`src/sv/rts_pkg.sv`:
```
// Shared types and constants for the rotated texture sampler.
`default_nettype none
package rts_pkg;

  localparam int ACC_W    = 32;
  localparam int STEP_W   = 18;
  localparam int FIELD_W  = 16;
  localparam int COLOUR_W = 16;

  typedef enum logic [1:0] {
    OP_WRITE = 2'd0,
    OP_START = 2'd1,
    OP_PIXEL = 2'd2
  } op_t;

  localparam logic REG_COS = 1'b0;
  localparam logic REG_SIN = 1'b1;

  localparam logic signed [STEP_W-1:0] COS_RESET = 18'sd65536;
  localparam logic signed [STEP_W-1:0] SIN_RESET = 18'sd0;

  typedef struct packed {
    logic wr;
    logic eol;
    logic eof;
  } cmd_ctl_t;

  localparam int CTL_W = $bits(cmd_ctl_t);

endpackage
`default_nettype wire

```
`src/sv/rts_front.sv`:
```
// Front end: accepts items, holds the rotation registers and walks texture coordinates.
`default_nettype none
module rts_front #(
  parameter int TEXTURE_LOG_SIZE = 8,
  parameter int SCREEN_COLUMNS   = 240,
  parameter int SCREEN_ROWS      = 240,
  parameter int FRACTION_BITS    = 16
) (
  input  wire logic                                 clk,
  input  wire logic                                 rst_n,
  input  wire logic                                 in_valid,
  output logic                                      in_ready,
  input  wire logic [1:0]                           in_op,
  input  wire logic [rts_pkg::FIELD_W-1:0]          in_index,
  input  wire logic [rts_pkg::COLOUR_W-1:0]         in_value,
  input  wire logic                                 cfg_valid,
  output logic                                      cfg_ready,
  input  wire logic                                 cfg_addr,
  input  wire logic [rts_pkg::STEP_W-1:0]           cfg_data,
  input  wire logic                                 q_full,
  output logic                                      q_push,
  output rts_pkg::cmd_ctl_t                         q_ctl,
  output logic [2*TEXTURE_LOG_SIZE-1:0]             q_addr,
  output logic [rts_pkg::COLOUR_W-1:0]              q_data
);

  localparam int IDX_W = 2 * TEXTURE_LOG_SIZE;
  localparam int COL_W = $clog2(SCREEN_COLUMNS + 1);
  localparam int ROW_W = $clog2(SCREEN_ROWS + 1);
  localparam int ACC_W = rts_pkg::ACC_W;
  localparam int EXT_W = rts_pkg::ACC_W - rts_pkg::STEP_W;
  localparam logic [COL_W-1:0] COL_LAST = COL_W'(SCREEN_COLUMNS - 1);
  localparam logic [ROW_W-1:0] ROW_LAST = ROW_W'(SCREEN_ROWS - 1);

  logic [rts_pkg::STEP_W-1:0] cos_r, sin_r;
  logic [ACC_W-1:0]           u_r, v_r, ru_r, rv_r;
  logic [ACC_W-1:0]           u_nxt, v_nxt, ru_nxt, rv_nxt;
  logic [COL_W-1:0]           col_r, col_nxt;
  logic [ROW_W-1:0]           row_r, row_nxt;
  logic [ACC_W-1:0]           cos_x, sin_x, u_sh, v_sh;
  logic [IDX_W-1:0]           pix_addr;
  logic                       eol, eof, accept;
  rts_pkg::op_t               op;

  assign cfg_ready = 1'b1;
  assign in_ready  = !q_full;
  assign accept    = in_valid && in_ready;
  assign op        = rts_pkg::op_t'(in_op);

  assign cos_x    = {{EXT_W{cos_r[rts_pkg::STEP_W-1]}}, cos_r};
  assign sin_x    = {{EXT_W{sin_r[rts_pkg::STEP_W-1]}}, sin_r};
  assign u_sh     = u_r >> FRACTION_BITS;
  assign v_sh     = v_r >> FRACTION_BITS;
  assign pix_addr = {v_sh[TEXTURE_LOG_SIZE-1:0], u_sh[TEXTURE_LOG_SIZE-1:0]};
  assign eol      = (col_r == COL_LAST);
  assign eof      = eol && (row_r == ROW_LAST);

  always_ff @(posedge clk) begin
    if (!rst_n) begin
      cos_r <= rts_pkg::COS_RESET;
      sin_r <= rts_pkg::SIN_RESET;
    end else if (cfg_valid && cfg_ready) begin
      case (cfg_addr)
        rts_pkg::REG_COS: cos_r <= cfg_data;
        rts_pkg::REG_SIN: sin_r <= cfg_data;
        default: ;
      endcase
    end
  end

  always_comb begin
    u_nxt   = u_r;
    v_nxt   = v_r;
    ru_nxt  = ru_r;
    rv_nxt  = rv_r;
    col_nxt = col_r;
    row_nxt = row_r;
    q_push  = 1'b0;
    q_ctl   = '0;
    q_addr  = pix_addr;
    q_data  = in_value;
    if (accept) begin
      case (op)
        rts_pkg::OP_WRITE: begin
          q_push   = 1'b1;
          q_ctl.wr = 1'b1;
          q_addr   = IDX_W'(in_index);
        end
        rts_pkg::OP_START: begin
          u_nxt   = '0;
          v_nxt   = '0;
          ru_nxt  = '0;
          rv_nxt  = '0;
          col_nxt = '0;
          row_nxt = '0;
        end
        rts_pkg::OP_PIXEL: begin
          q_push    = 1'b1;
          q_ctl.eol = eol;
          q_ctl.eof = eof;
          if (eof) begin
            u_nxt   = '0;
            v_nxt   = '0;
            ru_nxt  = '0;
            rv_nxt  = '0;
            col_nxt = '0;
            row_nxt = '0;
          end else if (eol) begin
            ru_nxt  = ru_r - sin_x;
            rv_nxt  = rv_r + cos_x;
            u_nxt   = ru_r - sin_x;
            v_nxt   = rv_r + cos_x;
            col_nxt = '0;
            row_nxt = row_r + ROW_W'(1);
          end else begin
            u_nxt   = u_r + cos_x;
            v_nxt   = v_r + sin_x;
            col_nxt = col_r + COL_W'(1);
          end
        end
        default: ;
      endcase
    end
  end

  always_ff @(posedge clk) begin
    if (!rst_n) begin
      u_r   <= '0;
      v_r   <= '0;
      ru_r  <= '0;
      rv_r  <= '0;
      col_r <= '0;
      row_r <= '0;
    end else begin
      u_r   <= u_nxt;
      v_r   <= v_nxt;
      ru_r  <= ru_nxt;
      rv_r  <= rv_nxt;
      col_r <= col_nxt;
      row_r <= row_nxt;
    end
  end

endmodule
`default_nettype wire

```
`config.mk`:
```
export PLATFORM = sky130hd
export DESIGN_NAME = rts_front
export DESIGN_NICKNAME = d
export VERILOG_FILES = /design/src/sv/rts_pkg.sv /design/src/sv/rts_front.sv
export SDC_FILE = /design/constraint.sdc
export NUM_CORES = 1
export LEC_CHECK = 0
export BUFFER_PORTS_ARGS = -buffer_cell sky130_fd_sc_hd__buf_2
export CORE_ASPECT_RATIO = 1.75
export CORE_MARGIN = 2
export CORE_UTILIZATION = 30
export DETAILED_ROUTE_END_ITERATION = 12
export GPL_ROUTABILITY_DRIVEN = 0
export PLACE_DENSITY = 0.45
export RECOVER_POWER = 50
export SLEW_MARGIN = 10
export SYNTH_ARGS = -nofsm -noshare
export SYNTH_HDL_FRONTEND = slang
export SYNTH_SLANG_ARGS = --single-unit
```
`constraint.sdc`:
```
create_clock -name clk -period 7.9 [get_ports clk]
set_input_delay 0.79 -clock clk [delete_from_list [all_inputs] [get_ports clk]]
set_output_delay 0.79 -clock clk [all_outputs]
set_load 0.005 [all_outputs]
```
==> key figures, run 1 <==
Power and ir drop
  • Max VDD drop: around 110 uV
  • Total Power: 1.91 mW
  • Power per cell area: 162 nW/um^2
  • Leakage power total: 4.94 nW

Floorplanning
  • Die area: 36600 um^2
  • Die Wd: 146 um
  • Die Ht: 252 um
  • Initial Utilization: 30.5%
  • Core Region: 34500 um^2
  • # IOs: 96
  • # rows: 90

Yosys
  • Most common cell in the netlist: nand2_1
  • Number of enable flip-flop cells after synthesis: 0
  • Dominant cell type by area after synthesis: dfxtp_1
  • Mean Syn Cell Area: 7.99 um^2
  • Main flop type after synthesis: dfxtp_1
  • Count of state elements after synthesis: 148
  • Most frequent cells after synthesis: nand2_1, dfxtp_1, a21oi_1, nor2_1, ha_1
  • Syn_nets: 1475
  • Warnings, synthesis: 0
  • Post-synthesis sequential area ratio: roughly 28%
  • Mapped cell area: 10500 um^2
  • Netlist cell types: between 80 and 90
  • Synth Instances: 1316
  • Top-area cell type share of the netlist area: 28.2%
  • Ys async rst share: 0%
  • Ranking of synthesized cells by area: dfxtp_1, ha_1, a21oi_1

STA
  • Max-slew headroom: -149%
  • Worst Tran Pin Value: 3.74 ns
  • F_max: 196 MHz
  • Clk_skew: between 0.01 and 0.015 ns
  • Final Max Tran Viols: 91
  • Setup violations, final: 0
  • TNS Setup: 0 ns
  • Tcrit/Tclk final: 64.6%
  • Crit path time final: 5.10 ns
  • RSZ-0062 raised after global routing: no
  • Count of final hold-check violations: 0

Drt
  • DRT Wirelength: 35.9 mm
  • Drt wl/cell: 19.8 um
  • Post-route DRC: 0
  • Via Count: 9520
  • Routed vias/inst: 5.27
  • DR pass1 iterations: 6
  • Initial DRC count: 490
  • Antenna viol nets, final: 0

Final layout
  • P&R area growth vs syn: 11.6%
  • Number of antenna diodes: 0
  • Nets: 1494
  • Share of cells above drive strength 1: 11.5%
  • Fin util: 34.0%

Critical path
  • Worst EP required: roughly 8 ns
  • Crit path DAT: between 5 and 6 ns
  • Critical path class: primary input to register
  • Worst-path fanout max: 71
  • Crit end category: register
  • CP Launch Type: primary input

CTS
  • Clock transition at path regs: approximately 0.06 ns
  • Clk Tree Root Cell: clkbuf_16
  • Clock tree from TritonCTS: yes
  • Clock Path Buffers: 2
  • Clock Sinks: between 100 and 150
  • Post-CTS sizing: 0
  • H-tree depth: 4
  • Clock latency at the later pin of the worst-skew pair: approximately 0.45 ns
  • Hold-fix buffers, CTS: 0
  • Setup Fix Bufs, Post-CTS: 0
  • CTS Buf Count: 17

Global route
  • First-pass GRT wire length: 55.7 mm
  • Vias in the first global route: a little under 10000
  • Largest net degree at the start of global routing: 72
  • GRT Total Usage: between 10% and 20%
  • Global route overflow: 0
  • Initial antenna violation count: 0

Job
  • Max-cap viol count: 2

Placement
  • DP HPWL: 26.8 mm
  • Port Buffer Count: 62

Worst hold path
  • Worst hold path type: register to register

Status
  • Violated checks: max-capacitance violations, max-slew violations
  • Status: finished, violations left
power by group:
group          total, mW  internal [mW]  switching (mW)
clock              0.866          0.511           0.354
combinational      0.267         0.0923           0.175
sequential         0.773          0.758          0.0148
metrics by stage:
| stage | worst slack [ns] | cells | hold WS (ns) | cell area [um^2] |
|---|---|---|---|---|
| global placement | 4.38 | 1776 | 0.445 | 11100 |
| floorplan | 5.11 | 1316 | 0.429 | 10500 |
| CTS | 4.39 | 1808 | 0.463 | 11700 |
| global route | 2.22 | 1808 | 0.478 | 11700 |
| finish | 2.80 | 1808 | 0.457 | 11700 |
| detailed placement | 4.30 | 1776 | 0.454 | 11100 |
final timing paths:
kind / from / endpoint / slack, ns / cells past startpoint
setup / recovery: rst_n / u_r[10] / 2.80 / 4
hold / removal: u_r[0] / u_r[0] / 0.46 / 2
setup reg to reg: col_r[0] / rv_r[23] / 4.42 / 10
hold reg to reg: u_r[0] / u_r[0] / 0.46 / 2
layer usage:
layer | up-vias | routed length (um) | share of wire (%) | GRT usage (%)
li1 | 4741 | - | - | -
met1 | 4530 | 13400 | 37 | 20.1
met2 | 190 | 19500 | 54 | 38.2
met3 | 59 | 936 | 2.6 | 2.53
met4 | 0 | 1970 | 5.5 | 11.7
met5 | - | 0 | 0 | 0
kinds of logic after synthesis:
group	Yosys count	synth area share [%]
simple gates	434	18.9
compound gates	403	25.6
flops	148	28.2
buf+inv	116	5.06
fa+ha+maj	101	12.3
xor+xnor	90	7.50
mux	23	2.40
other cells	1	0.0357
placed cells by master (no fill, tap or decap), types with 5 or more instances in the layout:
cell type  instances
nand2_1          166
dfxtp_1          148
a21oi_1          129
nor2_1           114
ha_1              97
o21ai_0           71
buf_2             59
xnor2_1           51
a22oi_1           45
inv_1             41
xor2_1            39
nand3_1           34
a21o_1            30
nor3_1            25
nand2b_1          18
nor2b_1           17
mux2_2            17
clkbuf_16         17
o21a_1            13
a31oi_1           13
buf_4             11
nand4_1           10
o21ai_1            8
o31ai_1            8
and3_1             7
a211oi_1           7
a221o_1            7
or3_1              6
or2_2              6
o21bai_1           6
a211o_1            6
o221ai_1           6
and2_1             5
o211ai_1           5
a32o_1             5
mux2i_1            5
state kept, by name, summed over array words and instances (netlist names):
signal	flops
sin_r	18
v_r	24
row_r	8
ru_r	24
u_r	24
col_r	8
rv_r	24
cos_r	18
critical path, cell delays in order:
cell and delay (ns):
clkbuf_1 0.85, clkinvlp_2 1.51, clkbuf_1 1.62, a21oi_1 0.58
cell type report:
cell class,count,area [um^2]
inverters,42,159
flip-flops and latches,148,2960
clock inverters,13,158
multi-input cells,1052,7030
clock buffers,19,453
repair buffers,74,393
fillers,3716,22700
well taps,460,576
Note: power is estimated with default switching activity, not from simulation.
==> run 2, diff against run 1 <==
- PLACE_DENSITY: 0.45 -> 0.47
- clock period: 7.9 -> 4.5 ns (I/O delays scaled with it)
==> key figures, run 2 (same netlist as run 1, synthesis figures left out) <==
CTS
  • CTS Buf Count: 17 (unchanged)
  • Clock Sinks: 148 (unchanged)
  • Post-CTS sizing: 0 (unchanged)
  • Clk Tree Root Cell: clkbuf_16
  • H-tree depth: 4 (unchanged)
  • Clock Path Buffers: 2 (unchanged)
  • Hold-fix buffers, CTS: 0 (unchanged)
  • Clock transition at path regs: 0.06 ns (about the same)
  • Setup Fix Bufs, Post-CTS: 0 (unchanged)
  • Clock latency at the later pin of the worst-skew pair: 0.45 ns (about the same)
  • Clock tree from TritonCTS: yes

Final layout
  • Number of antenna diodes: 0 (unchanged)
  • Commonest non-fill, non-tap cell in the layout: nand2_1
  • Leading cell types in the layout, fill and taps excluded: nand2_1, dfxtp_1, a21oi_1, nor2_1, ha_1
  • Nets: 1502 (+0.54%)
  • Share of cells above drive strength 1: 11.6% (+0.11 points)
  • P&R area growth vs syn: 12.4%

STA
  • Final WS setup: 0.840 ns (-1.96 ns)
  • TNS Setup: 0 ns (unchanged)
  • Count of final hold-check violations: 0 (unchanged)
  • RSZ-0062 raised after global routing: no
  • Setup violations, final: 0 (unchanged)
  • Worst Tran Pin Value: 2.99 ns (-0.749 ns)
  • Final Max Tran Viols: 59 (-35%)
  • Crit path time final: 3.66 ns
  • WHS: 0.247 ns (-0.210 ns)
  • F_max: 273 MHz
  • Max-slew headroom: -99.3% (+50 points)
  • Tcrit/Tclk final: between 80% and 90%
  • Clk_skew: 0.0103 ns (-0.000504 ns)

Drt
  • Via Count: 9523 (+0.032%)
  • Post-route DRC: 0 (unchanged)
  • DR pass1 iterations: 5 (-1)
  • Antenna viol nets, final: 0 (unchanged)
  • DRT Wirelength: 34.9 mm (-2.6%)
  • Initial DRC count: 490 (unchanged)
  • Drt wl/cell: 19.3 um (-2.9%)
  • Routed vias/inst: 5.25 (-0.24%)

Critical path
  • CP Launch Point: rst_n
  • Crit path DAT: 3.88 ns (-1.55 ns)
  • Worst EP required: 4.72 ns (-3.50 ns)
  • Setup slack, reg-to-reg: 1.07 ns (-3.35 ns)
  • Worst-path fanout max: 58 (-18%)
  • Critical path class: primary input to register
  • CP Launch Type: primary input
  • Crit end category: register
  • RR Startpoint: sin_r[0]

Floorplanning
  • Core Region: 34500 um^2 (unchanged)
  • # IOs: 96 (unchanged)
  • Initial Utilization: 30.5% (unchanged)
  • # rows: 90 (unchanged)
  • Die Ht: 252 um (unchanged)
  • Die Wd: 146 um (unchanged)
  • Die area: 36600 um^2 (unchanged)

Worst hold path
  • Hold_sp: cfg_data[14]
  • Worst hold path type: primary input to register

Power and ir drop
  • Clk network pwr share: 47.7% (+2.3 points)
  • Sequential fraction of design power: 39.3% (-1.2 points)
  • Internal Power: 2.55 mW (+88%)
  • Max VDD drop: 245 uV (+120%)
  • Power per cell area: 292 nW/um^2 (+80%)
  • Sw power: 0.899 mW (+65%)
  • Logic pwr share: 13.0% (-1.0 points)
  • Sw Share: 26.0% (-2.5 points)
  • Leakage power total: 5.01 nW (+1.3%)

Global route
  • Vias in the first global route: 9656 (+0.031%)
  • GRT Total Usage: 19.3% (-0.49 points)
  • First-pass GRT wire length: 54.5 mm (-2.2%)
  • Global route overflow: 0 (unchanged)
  • Largest net degree at the start of global routing: 59 (-18%)
  • Initial antenna violation count: 0 (unchanged)

Placement
  • DP HPWL: 26.1 mm (-2.7%)
  • Post-place setup slack: 1.13 ns (-3.17 ns)
  • Port Buffer Count: 62 (unchanged)

Status
  • Status: finished, violations left
  • Violated checks: max-capacitance violations, max-slew violations

Job
  • Max-cap viol count: 1 (-1)
[run 2: worst paths after layout]
path | to | cells past startpoint
setup / recovery | rv_r[1] | 5
hold / removal | sin_r[14] | 3
setup reg to reg | v_r[22] | 12
hold reg to reg | rv_r[4] | 2
[run 2: layout make-up]
cell class / instances / area, um^2
fillers: 3705 / 22600
repair buffers: 82 / 444
multi-input cells: 1052 / 7010
flip-flops and latches: 148 / 2960
clock buffers: 20 / 457
clock inverters: 9 / 203
inverters: 42 / 159
well taps: 460 / 576
[run 2: stage by stage]
step / power, mW / area, um^2 / util, % / std cells
final: 3.45 / 11800 / 34.3 / 1813
after global routing: 3.59 / 11800 / 34.3 / 1813
after CTS: 3.50 / 11800 / 34.4 / 1813
after detailed placement: 1.84 / 11200 / 32.5 / 1784
after global placement: 1.84 / 11200 / 32.5 / 1784
after floorplan: 1.69 / 10500 / - / 1316
[run 2: critical path, stage by stage]
cell        delay [ns]
buf_2             0.13
clkinvlp_2        0.11
clkbuf_2          0.83
clkbuf_1          2.17
nor2_1            0.12
[run 2: per-layer routing]
metal	track usage, %	routed length (um)
met4	7.34	989
met1	20.0	13800
met2	38.6	19400
met3	2.64	688
met5	0	0
[run 2: power groups by stage]
stage | registers [mW] | logic [mW] | clock network (mW)
6_report | 1.36 | 0.449 | 1.65
5_1_grt | 1.36 | 0.498 | 1.74
4_1_cts | 1.36 | 0.456 | 1.69
3_5_place_dp | 1.39 | 0.453 | 0
3_3_place_gp | 1.38 | 0.454 | 0
2_1_floorplan | 1.37 | 0.320 | 0
