File: src/sv/rts_queue.sv
// Small command FIFO between front and back end.
`default_nettype none
module rts_queue #(
  parameter int WIDTH = 35,
  parameter int DEPTH = 4
) (
  input  wire logic             clk,
  input  wire logic             rst_n,
  input  wire logic             push,
  input  wire logic [WIDTH-1:0] wdata,
  output logic                  full,
  input  wire logic             pop,
  output logic      [WIDTH-1:0] rdata,
  output logic                  empty
);

  localparam int PTR_W = (DEPTH > 1) ? $clog2(DEPTH) : 1;
  localparam int CNT_W = $clog2(DEPTH + 1);
  localparam logic [PTR_W-1:0] PTR_LAST = PTR_W'(DEPTH - 1);

  logic [WIDTH-1:0] mem_r [DEPTH];
  logic [PTR_W-1:0] wr_r, rd_r, wr_nxt, rd_nxt;
  logic [CNT_W-1:0] cnt_r, cnt_nxt;

  assign full  = (cnt_r == CNT_W'(DEPTH));
  assign empty = (cnt_r == '0);
  assign rdata = mem_r[rd_r];

  always_comb begin
    wr_nxt  = wr_r;
    rd_nxt  = rd_r;
    cnt_nxt = cnt_r;
    if (push) begin
      wr_nxt = (wr_r == PTR_LAST) ? '0 : wr_r + PTR_W'(1);
    end
    if (pop) begin
      rd_nxt = (rd_r == PTR_LAST) ? '0 : rd_r + PTR_W'(1);
    end
    if (push && !pop) begin
      cnt_nxt = cnt_r + CNT_W'(1);
    end else if (pop && !push) begin
      cnt_nxt = cnt_r - CNT_W'(1);
    end
  end

  always_ff @(posedge clk) begin
    if (push) begin
      mem_r[wr_r] <= wdata;
    end
  end

  always_ff @(posedge clk) begin
    if (!rst_n) begin
      wr_r  <= '0;
      rd_r  <= '0;
      cnt_r <= '0;
    end else begin
      wr_r  <= wr_nxt;
      rd_r  <= rd_nxt;
      cnt_r <= cnt_nxt;
    end
  end

endmodule
`default_nettype wire

File: config.mk
export PLATFORM = sky130hd
export DESIGN_NAME = rts_queue
export DESIGN_NICKNAME = d
export VERILOG_FILES = /design/src/sv/rts_queue.sv
export SDC_FILE = /design/constraint.sdc
export NUM_CORES = 1
export LEC_CHECK = 0
export BUFFER_PORTS_ARGS = -buffer_cell sky130_fd_sc_hd__buf_2
export CAP_MARGIN = 20
export CORE_ASPECT_RATIO = 1.2
export CORE_UTILIZATION = 35
export CTS_CLUSTER_SIZE = 12
export DETAILED_ROUTE_END_ITERATION = 16
export GPL_TIMING_DRIVEN = 0
export PLACE_DENSITY_LB_ADDON = 0.1
export SYNTH_ARGS = -nofsm -noshare
export SYNTH_HDL_FRONTEND = slang
export SYNTH_SLANG_ARGS = --single-unit
File: constraint.sdc
create_clock -name clk -period 2.2 [get_ports clk]
set_clock_uncertainty 0.2 [all_clocks]
set_input_delay 0.33 -clock clk [delete_from_list [all_inputs] [get_ports clk]]
set_output_delay 0.33 -clock clk [all_outputs]
set_load 0.05 [all_outputs]
==> flow_metrics.py, run 1 <==
metrics = {
    "cts": {
        "clk_pin_slew_worst_paths_ns": 0.05,
        "cts_max_path_buffers": 2,
        "cts_root_buffer": "clkbuf_16",
        "htree_levels": 4,
        "cts_tree": "built",
        "cts_sinks": 149,
        "numCtsBuffers": 17,
        "worstSkewPairLatency_ns": 0.41,
    },
    "grt": {
        "grt_pass1_wl_um": 15400,
        "grt_pass1_vias": 2838,
        "grt_start_max_net_pins": 31,
        "grt_usage": 0.134,
        "grt-ovfl-total": 0,
        "grt_antenna_before_repair": 0,
    },
    "sta": {
        "setup_viol": 35,
        "timing.final.crit_share": 1.04,
        "rsz0062_at_grt": "true",
        "finalCriticalPeriod_ns": 2.29,
        "timing.fmax_ghz": 0.436,
        "hold_viol_final": 0,
        "final_max_slew_viol_count": 0,
        "tightest_slew_ns": 0.558,
        "postLayoutSetupSlackWorst_ns": -0.0944,
        "maxSlewHeadroom": 0.628,
        "fin_hold_ws_ns": 0.0102,
    },
    "logic_synthesis": {
        "synth_cell_type_count": 23,
        "netlist_top_cells_count": "edfxtp_1, mux4_2, dfxtp_1",
        "yosysTopAreaCell": "edfxtp_1",
        "yosysMostFrequentCell": "edfxtp_1",
        "ys.flop_type": "edfxtp_1",
        "yosysSeqAreaShare": 0.788,
        "yosysWarningCount": 0,
        "synth_cells": 227,
        "synthesis.area_um2": 5560,
        "avgSynthCellArea_um2": 24.5,
        "yosys-top-cells-area": "edfxtp_1, mux4_2, dfxtp_1, mux4_1, ha_1",
        "synth_top_cell_area_share": 0.756,
        "synth_fp_nets": 273,
        "synthArstFlopShare": 0,
        "synth_seq_cells": 149,
        "synth_edf_count": 140,
    },
    "route": {
        "totalWireLength_um": 10300,
        "drc": 0,
        "vias_per_cell": 4.54,
        "drt_iter0_markers": 112,
        "vias": 2672,
        "wl_per_cell_um": 17.4,
        "firstDrtPassIters": 4,
        "antenna_left": 0,
    },
    "setup_path": {
        "slowest_delay_ns": 0.50,
        "cp_data_arrival_time_ns": 1.76,
        "critPathKind": "register to output pin",
        "path_max_fanout": 11,
        "slowest_stage": "mux4_2",
        "critPathLaunchType": "register",
        "crit_path_end_kind": "output pin",
        "path_cells": "buf_12, clkbuf_16, mux4_2, buf_6",
        "required_ns": 1.67,
    },
    "pwr": {
        "combPwrFrac": 0.155,
        "fin_total_pwr_w": 0.00697,
        "clkPwrFrac": 0.374,
        "switchingPower_w": 0.00166,
        "switching_share": 0.239,
        "seq_power_share": 0.471,
        "p_leak_nw": 2.62,
        "p_int_w": 0.00530,
        "peakVddDrop_mv": 0.354,
        "p_per_area_nw_per_um2": 929,
    },
    "floorplanning": {
        "io_pins": 76,
        "die_y_um": 140,
        "dieArea_um2": 16400,
        "die_w_um": 117,
        "start_util": 0.357,
        "rows": 50,
        "core_area_um2": 15600,
    },
    "run_status": {
        "status": "finished with violations",
        "violations": "setup timing",
    },
    "placed_design": {
        "hpwl_um": 6080,
        "place.gp.congestion": 0.625,
        "dpl.cell_count": 514,
        "io_buffers": 75,
        "pre_cts_ws_ns": 0.176,
    },
    "min_path": {
        "hold_path_class": "primary input to register",
    },
    "finish": {
        "drive_gt1_frac": 0.413,
        "antenna_cells": 0,
        "nets": 413,
        "syn2layout_area_growth_pct": 34.9,
        "post-route-util": 0.482,
        "fin_cells": 588,
    },
    "flow_run": {
        "maxCapViolCount": 0,
    },
}
## cell type report
| class | instances | area [µm²] |
|---|---|---|
| clock inverters | 6 | 53.8 |
| repair buffers | 121 | 1140 |
| clock buffers | 26 | 479 |
| flip-flops and latches | 149 | 4390 |
| fillers | 1309 | 8080 |
| plain buffers | 8 | 108 |
| multi-input cells | 66 | 1060 |
| inverters | 4 | 15.0 |
| well taps | 208 | 260 |
## kinds of logic after synthesis
group / count (synthesis) / synth area share
compound gates: 3 / 0.00360
buf+inv: 12 / 0.0191
xor+xnor: 2 / 0.00315
flops: 149 / 0.788
simple gates: 15 / 0.0162
fa+ha+maj: 7 / 0.0171
mux: 39 / 0.152
## power groups by stage
| stage | clock network [W] | logic [W] | registers (W) |
|---|---|---|---|
| 3_5_place_dp | 0 | 0.000885 | 0.00334 |
| 3_3_place_gp | 0 | 0.000855 | 0.00334 |
| 6_report | 0.00260 | 0.00108 | 0.00328 |
| 5_1_grt | 0.00278 | 0.00115 | 0.00330 |
| 2_1_floorplan | 0 | 0.000641 | 0.00333 |
| 4_1_cts | 0.00267 | 0.00108 | 0.00329 |
## path summary, 6_finish.rpt
kind	start	endpoint	slack [ns]	depth (start not counted)
min	rst_n	cnt_r[0]	0.01	2
max	register	rdata[21]	-0.09	4
min reg2reg	cnt_r[2]	cnt_r[2]	0.32	2
max reg2reg	wr_r[0]	mem_r[3][24]	0.37	3
## per-layer routing
layer  vias up  GRT usage  part of all wire
met4         0     0.0580             0.013
met5         -          0                 0
met1      1378      0.154              0.42
met3        12     0.0480             0.042
met2        54      0.223              0.53
li1       1228          -                 -
## layout by cell type (no fill, tap or decap), types with 2 or more instances in the layout
master	synthesis	layout
clkbuf_8	0	2
edfxtp_1	140	140
dfxtp_1	9	8
inv_1	4	4
and2_2	0	4
clkbuf_1	0	7
buf_6	1	34
mux4_2	30	34
buf_4	0	7
nor2b_1	5	5
ha_1	6	6
buf_12	3	7
clkbuf_16	0	20
dlygate4sd3_1	0	35
nor3_1	2	2
mux2i_1	4	4
clkinv_2	0	4
buf_2	3	40
## critical path: cells and delay by family, from the launching register on
family / cells / cell delay [ns]
flip-flops: 1 / 0.33
buffers and inverters: 3 / 0.50
multiplexers: 1 / 0.50
## through the flow
step	TNS (ns)	cell area, µm²
floorplan	0	5560
global placement	-82.08	6200
detailed placement	0	6290
CTS	-3.36	7420
global route	-4.92	7500
finish	-2.56	7500
## timing repair
item	CTS	global route
resized for setup	79	2
hold endpoints to repair	140	0
hold buffers	35	0
setup endpoints to repair	35	35
buffers inserted	3	1
cloned	0	3
## flip-flops by register name, summed over array words and instances (netlist names), named ones only
register	flops
mem_r	140
rd_r	2
cnt_r	3
wr_r	2
Power figures use the tool's default switching activity.
==> run 2, diff against run 1 <==
BUFFER_PORTS_ARGS = -buffer_cell sky130_fd_sc_hd__buf_4   (was -buffer_cell sky130_fd_sc_hd__buf_2)
PLACE_DENSITY_LB_ADDON = default   (was 0.1)
clock period = 2.4 ns   (was 2.2 ns; I/O delays follow)
==> flow_metrics.py, run 2 (synthesized netlist as in run 1, its figures left out) <==
metrics = {
    "run_status": {
        "status": "finished clean",
    },
    "route": {
        "wl_per_cell_um": 17.4,
        "firstDrtPassIters": 4,
        "drc": 0,
        "vias": 2718,
        "drt_iter0_markers": 136,
        "antenna_left": 0,
        "vias_per_cell": 4.62,
        "totalWireLength_um": 10200,
    },
    "cts": {
        "cts_tree": "built",
        "htree_levels": 4,
        "cts_max_path_buffers": 2,
        "cts_sinks": 149,
        "cts_root_buffer": "clkbuf_16",
        "clk_pin_slew_worst_paths_ns": 0.06,
        "worstSkewPairLatency_ns": 0.41,
        "numCtsBuffers": 17,
    },
    "min_path": {
        "hold_start": "push",
        "holdPathEnd": "wr_r[0]",
        "hold_path_class": "primary input to register",
        "hold_path_depth": 3,
    },
    "finish": {
        "fin_cells": 588,
        "antenna_cells": 0,
        "final_cell_mix": "edfxtp_1, buf_4, dlygate4sd3_1",
        "reg_top3": "mem_r x140, cnt_r x3",
        "layout_commonest_cell": "edfxtp_1",
        "drive_gt1_frac": 0.424,
        "nets": 413,
        "nFillCells": 1273,
        "top_register": "mem_r",
        "syn2layout_area_growth_pct": 39.9,
        "largest_reg_flops": 140,
    },
    "setup_path": {
        "slowest_stage": "mux4_2",
        "path_max_fanout": 5,
        "critPathKind": "register to output pin",
        "critPathLaunchType": "register",
        "crit_path_end_kind": "output pin",
        "slowest_delay_ns": 0.52,
        "cp_data_arrival_time_ns": 1.79,
        "reg2reg_from": "wr_r[0]",
        "rrSetupSlack_ns": 0.55,
        "ff2ff_path_depth": 4,
        "rr_endpoint": "mem_r[2][19]",
        "path_cells": "buf_12, clkbuf_16, mux4_2, buf_6",
        "required_ns": 1.84,
    },
    "sta": {
        "timing.final.crit_share": 0.981,
        "timing.fmax_ghz": 0.425,
        "hold_viol_final": 0,
        "setup_viol": 0,
        "finalCriticalPeriod_ns": 2.35,
        "maxSlewHeadroom": 0.616,
        "rsz0062_at_grt": "true",
        "tightest_slew_ns": 0.576,
        "postLayoutSetupSlackWorst_ns": 0.0460,
        "final_max_slew_viol_count": 0,
    },
    "floorplanning": {
        "core_area_um2": 15600,
        "die_y_um": 140,
        "io_pins": 76,
        "dieArea_um2": 16400,
        "die_w_um": 117,
        "rows": 50,
        "start_util": 0.357,
    },
    "placed_design": {
        "pre_cts_ws_ns": 0.330,
        "place.gp.congestion": 0.674,
        "io_buffers": 75,
        "hpwl_um": 6180,
        "dpl.cell_count": 514,
    },
    "grt": {
        "grt_usage": 0.134,
        "grt_pass1_vias": 2853,
        "grt_antenna_before_repair": 0,
        "grt_start_max_net_pins": 20,
        "grt_pass1_wl_um": 15500,
        "grt-ovfl-total": 0,
    },
    "pwr": {
        "peakVddDrop_mv": 0.398,
        "p_per_area_nw_per_um2": 902,
        "p_leak_nw": 2.73,
    },
    "flow_run": {
        "maxCapViolCount": 0,
    },
}
## run 2: cell types whose count changed in the layout (fill, tap and decap cells not counted), moves of 2 or more
| cell | delta |
|---|---|
| buf_2 | -40 |
| buf_16 | +4 |
| mux4_1 | +2 |
| clkinv_2 | -3 |
| bufinv_16 | +5 |
| buf_12 | -3 |
| clkbuf_8 | -2 |
| inv_6 | +3 |
| clkinv_4 | +3 |
| clkbuf_1 | -7 |
| mux4_2 | -2 |
| buf_4 | +44 |
| buf_6 | -6 |
## run 2: area by class of cell
cell class	count	area [µm²]	area share
buffer	8	108	0.0138
multi-input combinational	66	1070	0.137
clock inverter	15	249	0.0320
sequential	149	4390	0.564
timing repair buffer	121	1260	0.163
tap	208	260	0.0335
clock buffer	17	425	0.0547
inverter	4	15.0	0.00193
## run 2: report_power, final
group	internal (W)	switching (W)	total, W	leakage, nW
sequential	0.00297	0.0000376	0.00301	1.36
combinational	0.000442	0.000574	0.00102	1.05
clock	0.00196	0.00103	0.00299	0.326
## run 2: per-stage QoR
stage | power [W] | area, µm² | hold slack [ns] | TNS (ns) | utilization
2_1_floorplan | 0.00364 | 5560 | 0.259 | 0 | -
3_3_place_gp | 0.00392 | 6380 | 0.288 | -47.45 | 0.410
3_5_place_dp | 0.00396 | 6500 | 0.309 | 0 | 0.417
4_1_cts | 0.00704 | 7630 | 0.0626 | 0 | 0.490
5_1_grt | 0.00727 | 7780 | 0.0829 | -0.0462 | 0.499
6_report | 0.00701 | 7780 | 0.0730 | 0 | 0.499
## run 2: how the worst max path moves through the flow
stage | start | end | depth (start not counted)
after global placement | wr_r[0] | mem_r[3][9] | 2
after detailed placement | pop | cnt_r[2] | 8
after floorplan | cnt_r[1] | full | 1
after CTS | register | rdata[4] | 4
after global routing | register | rdata[19] | 4
final | register | rdata[16] | 4
## run 2: critical path, delay by kind of cell, from the launching register on
| family | cells | cell delay, ns |
|---|---|---|
| buffers and inverters | 3 | 0.47 |
| DFF | 1 | 0.38 |
| muxes | 1 | 0.52 |
## run 2: what timing repair did
item                       in CTS  in global routing
hold endpoints to repair      141                  0
hold buffers                   36                  0
setup buffers                   2                  0
gates cloned                    1                  3
resized for setup              19                 21
setup endpoints to repair      30                 21
## run 2: metal layers
layer  GRT usage  wire, µm  part of all wire
met5           0         0                 0
met4      0.0600       188             0.018
met3      0.0441       376             0.037
met2       0.219      5290              0.52
met1       0.159      4390              0.43
==> run 3, diff against run 2 <==
==> constraint.sdc (replaced) <==
create_clock -name clk -period 2.4 [get_ports clk]
set_clock_uncertainty 0.2 [all_clocks]
set_input_delay 0.36 -clock clk [delete_from_list [all_inputs] [get_ports clk]]
set_output_delay 0.36 -clock clk [all_outputs]
set_load 0.01 [all_outputs]
==> flow_metrics.py, run 3 (synthesized netlist as in run 1, its figures left out) <==
metrics = {
    "grt": {
        "grt_usage": 0.132,
        "grt_pass1_vias": 2821,
        "grt_antenna_before_repair": 0,
        "grt_start_max_net_pins": 20,
        "grt-ovfl-total": 0,
        "grt_pass1_wl_um": 15300,
    },
    "pwr": {
        "switching_share": 0.203,
        "combPwrFrac": 0.099,
        "p_leak_nw": 2.66,
        "p_per_area_nw_per_um2": 878,
        "switchingPower_w": 0.00135,
        "peakVddDrop_mv": 0.397,
        "clkPwrFrac": 0.449,
        "p_int_w": 0.00530,
        "seq_power_share": 0.452,
    },
    "placed_design": {
        "hpwl_um": 6180,
        "place.gp.congestion": 0.674,
        "io_buffers": 75,
        "pre_cts_ws_ns": 0.330,
    },
    "route": {
        "drt_iter0_markers": 148,
        "firstDrtPassIters": 4,
        "wl_met1_um": 4290,
        "totalWireLength_um": 9840,
        "wl_met2_um": 5020,
        "vias": 2702,
        "wl_per_cell_um": 16.8,
        "dr.max_layer_used": "met4",
        "drc": 0,
        "wl_met3_um": 343,
        "vias_per_cell": 4.61,
        "antenna_left": 0,
    },
    "cts": {
        "numCtsBuffers": 17,
        "htree_levels": 4,
        "worstSkewPairLatency_ns": 0.41,
        "cts_root_buffer": "clkbuf_16",
        "cts_max_path_buffers": 2,
        "cts_tree": "built",
        "clk_pin_slew_worst_paths_ns": 0.06,
        "cts_sinks": 149,
    },
    "min_path": {
        "hold_path_class": "primary input to register",
        "hold_start": "push",
    },
    "floorplanning": {
        "die_y_um": 140,
        "io_pins": 76,
        "rows": 50,
        "dieArea_um2": 16400,
        "core_area_um2": 15600,
        "die_w_um": 117,
        "start_util": 0.357,
    },
    "sta": {
        "timing.final.crit_share": 0.967,
        "postLayoutSetupSlackWorst_ns": 0.0789,
        "hold_viol_final": 0,
        "maxSlewHeadroom": 0.625,
        "final_max_slew_viol_count": 0,
        "tightest_slew_ns": 0.562,
        "setup_viol": 0,
        "finalCriticalPeriod_ns": 2.32,
        "rsz0062_at_grt": "false",
        "timing.fmax_ghz": 0.431,
    },
    "setup_path": {
        "critPathKind": "register to output pin",
        "crit_path_end_kind": "output pin",
        "critPathLaunchType": "register",
        "reg2reg_from": "wr_r[0]",
        "cp_data_arrival_time_ns": 1.76,
        "required_ns": 1.84,
        "path_max_fanout": 10,
    },
    "finish": {
        "largest_reg_flops": 140,
        "post-route-util": 0.486,
        "layout_commonest_cell": "edfxtp_1",
        "syn2layout_area_growth_pct": 36.2,
        "drive_gt1_frac": 0.415,
        "top_register": "mem_r",
        "final_cell_mix": "edfxtp_1, buf_4, dlygate4sd3_1",
        "reg_top3": "mem_r x140, cnt_r x3",
        "nets": 411,
        "antenna_cells": 0,
    },
    "run_status": {
        "status": "finished clean",
    },
    "flow_run": {
        "maxCapViolCount": 0,
    },
}
[run 3: cell types whose count changed in the layout (fill, tap and decap cells not counted)]
cell / delta
buf_4: +31
buf_6: -27
clkbuf_16: -3
mux4_1: +2
mux4_2: -2
buf_12: -1
buf_16: -1
buf_8: -1
dfxtp_2: +1
dfxtp_4: -1
[run 3: final cells by class]
class                   instances  area (µm²)
flip-flops and latches        149        4390
fillers                      1305        8010
clock buffers                  17         425
well taps                     208         260
clock inverters                15         249
repair buffers                119        1060
multi-input cells              66        1070
plain buffers                   8        98.8
inverters                       4        15.0
[run 3: per-layer routing]
layer	GRT usage	vias to the layer above
met3	0.0441	17
met5	0	-
li1	-	1230
met2	0.215	57
met1	0.157	1398
met4	0.0600	0
[run 3: worst paths after layout]
check,to,slack (ns),depth (start not counted)
hold reg to reg,cnt_r[2],0.31,2
setup / recovery,rdata[6],0.08,4
hold / removal,wr_r[0],0.08,3
setup reg to reg,mem_r[2][19],0.56,4
[run 3: power groups by stage]
stage                     clock network [W]  logic, W  registers [W]
final                               0.00299  0.000657        0.00301
after global routing                0.00317  0.000715        0.00302
after CTS                           0.00305  0.000670        0.00301
after detailed placement                  0  0.000619        0.00306
after global placement                    0  0.000583        0.00306
after floorplan                           0  0.000315        0.00306
[run 3: worst max-delay path, cell delays in order, from the launching register on]
cell	delay, ns
dfxtp_2	0.32
buf_6	0.16
buf_12	0.17
mux4_2	0.53
buf_4	0.16
[run 3: repair_timing]
item	4_1_cts	5_1_grt
hold buffers	36	0
setup buffers	0	4
hold endpoints to repair	141	0
pin swaps	0	0
resized for setup	3	1
endpoints found under the setup margin	11	21
gates cloned	0	0
[run 3: through the flow]
step           TNS [ns]  total power [W]  instances  cell area [µm²]  hold slack, ns
3_5_place_dp          0          0.00368        514             6500           0.309
5_1_grt               0          0.00690        586             7570          0.0858
6_report              0          0.00665        586             7570          0.0768
2_1_floorplan         0          0.00337        227             5560           0.259
3_3_place_gp     -47.45          0.00365        510             6380           0.288
4_1_cts               0          0.00673        582             7540          0.0626
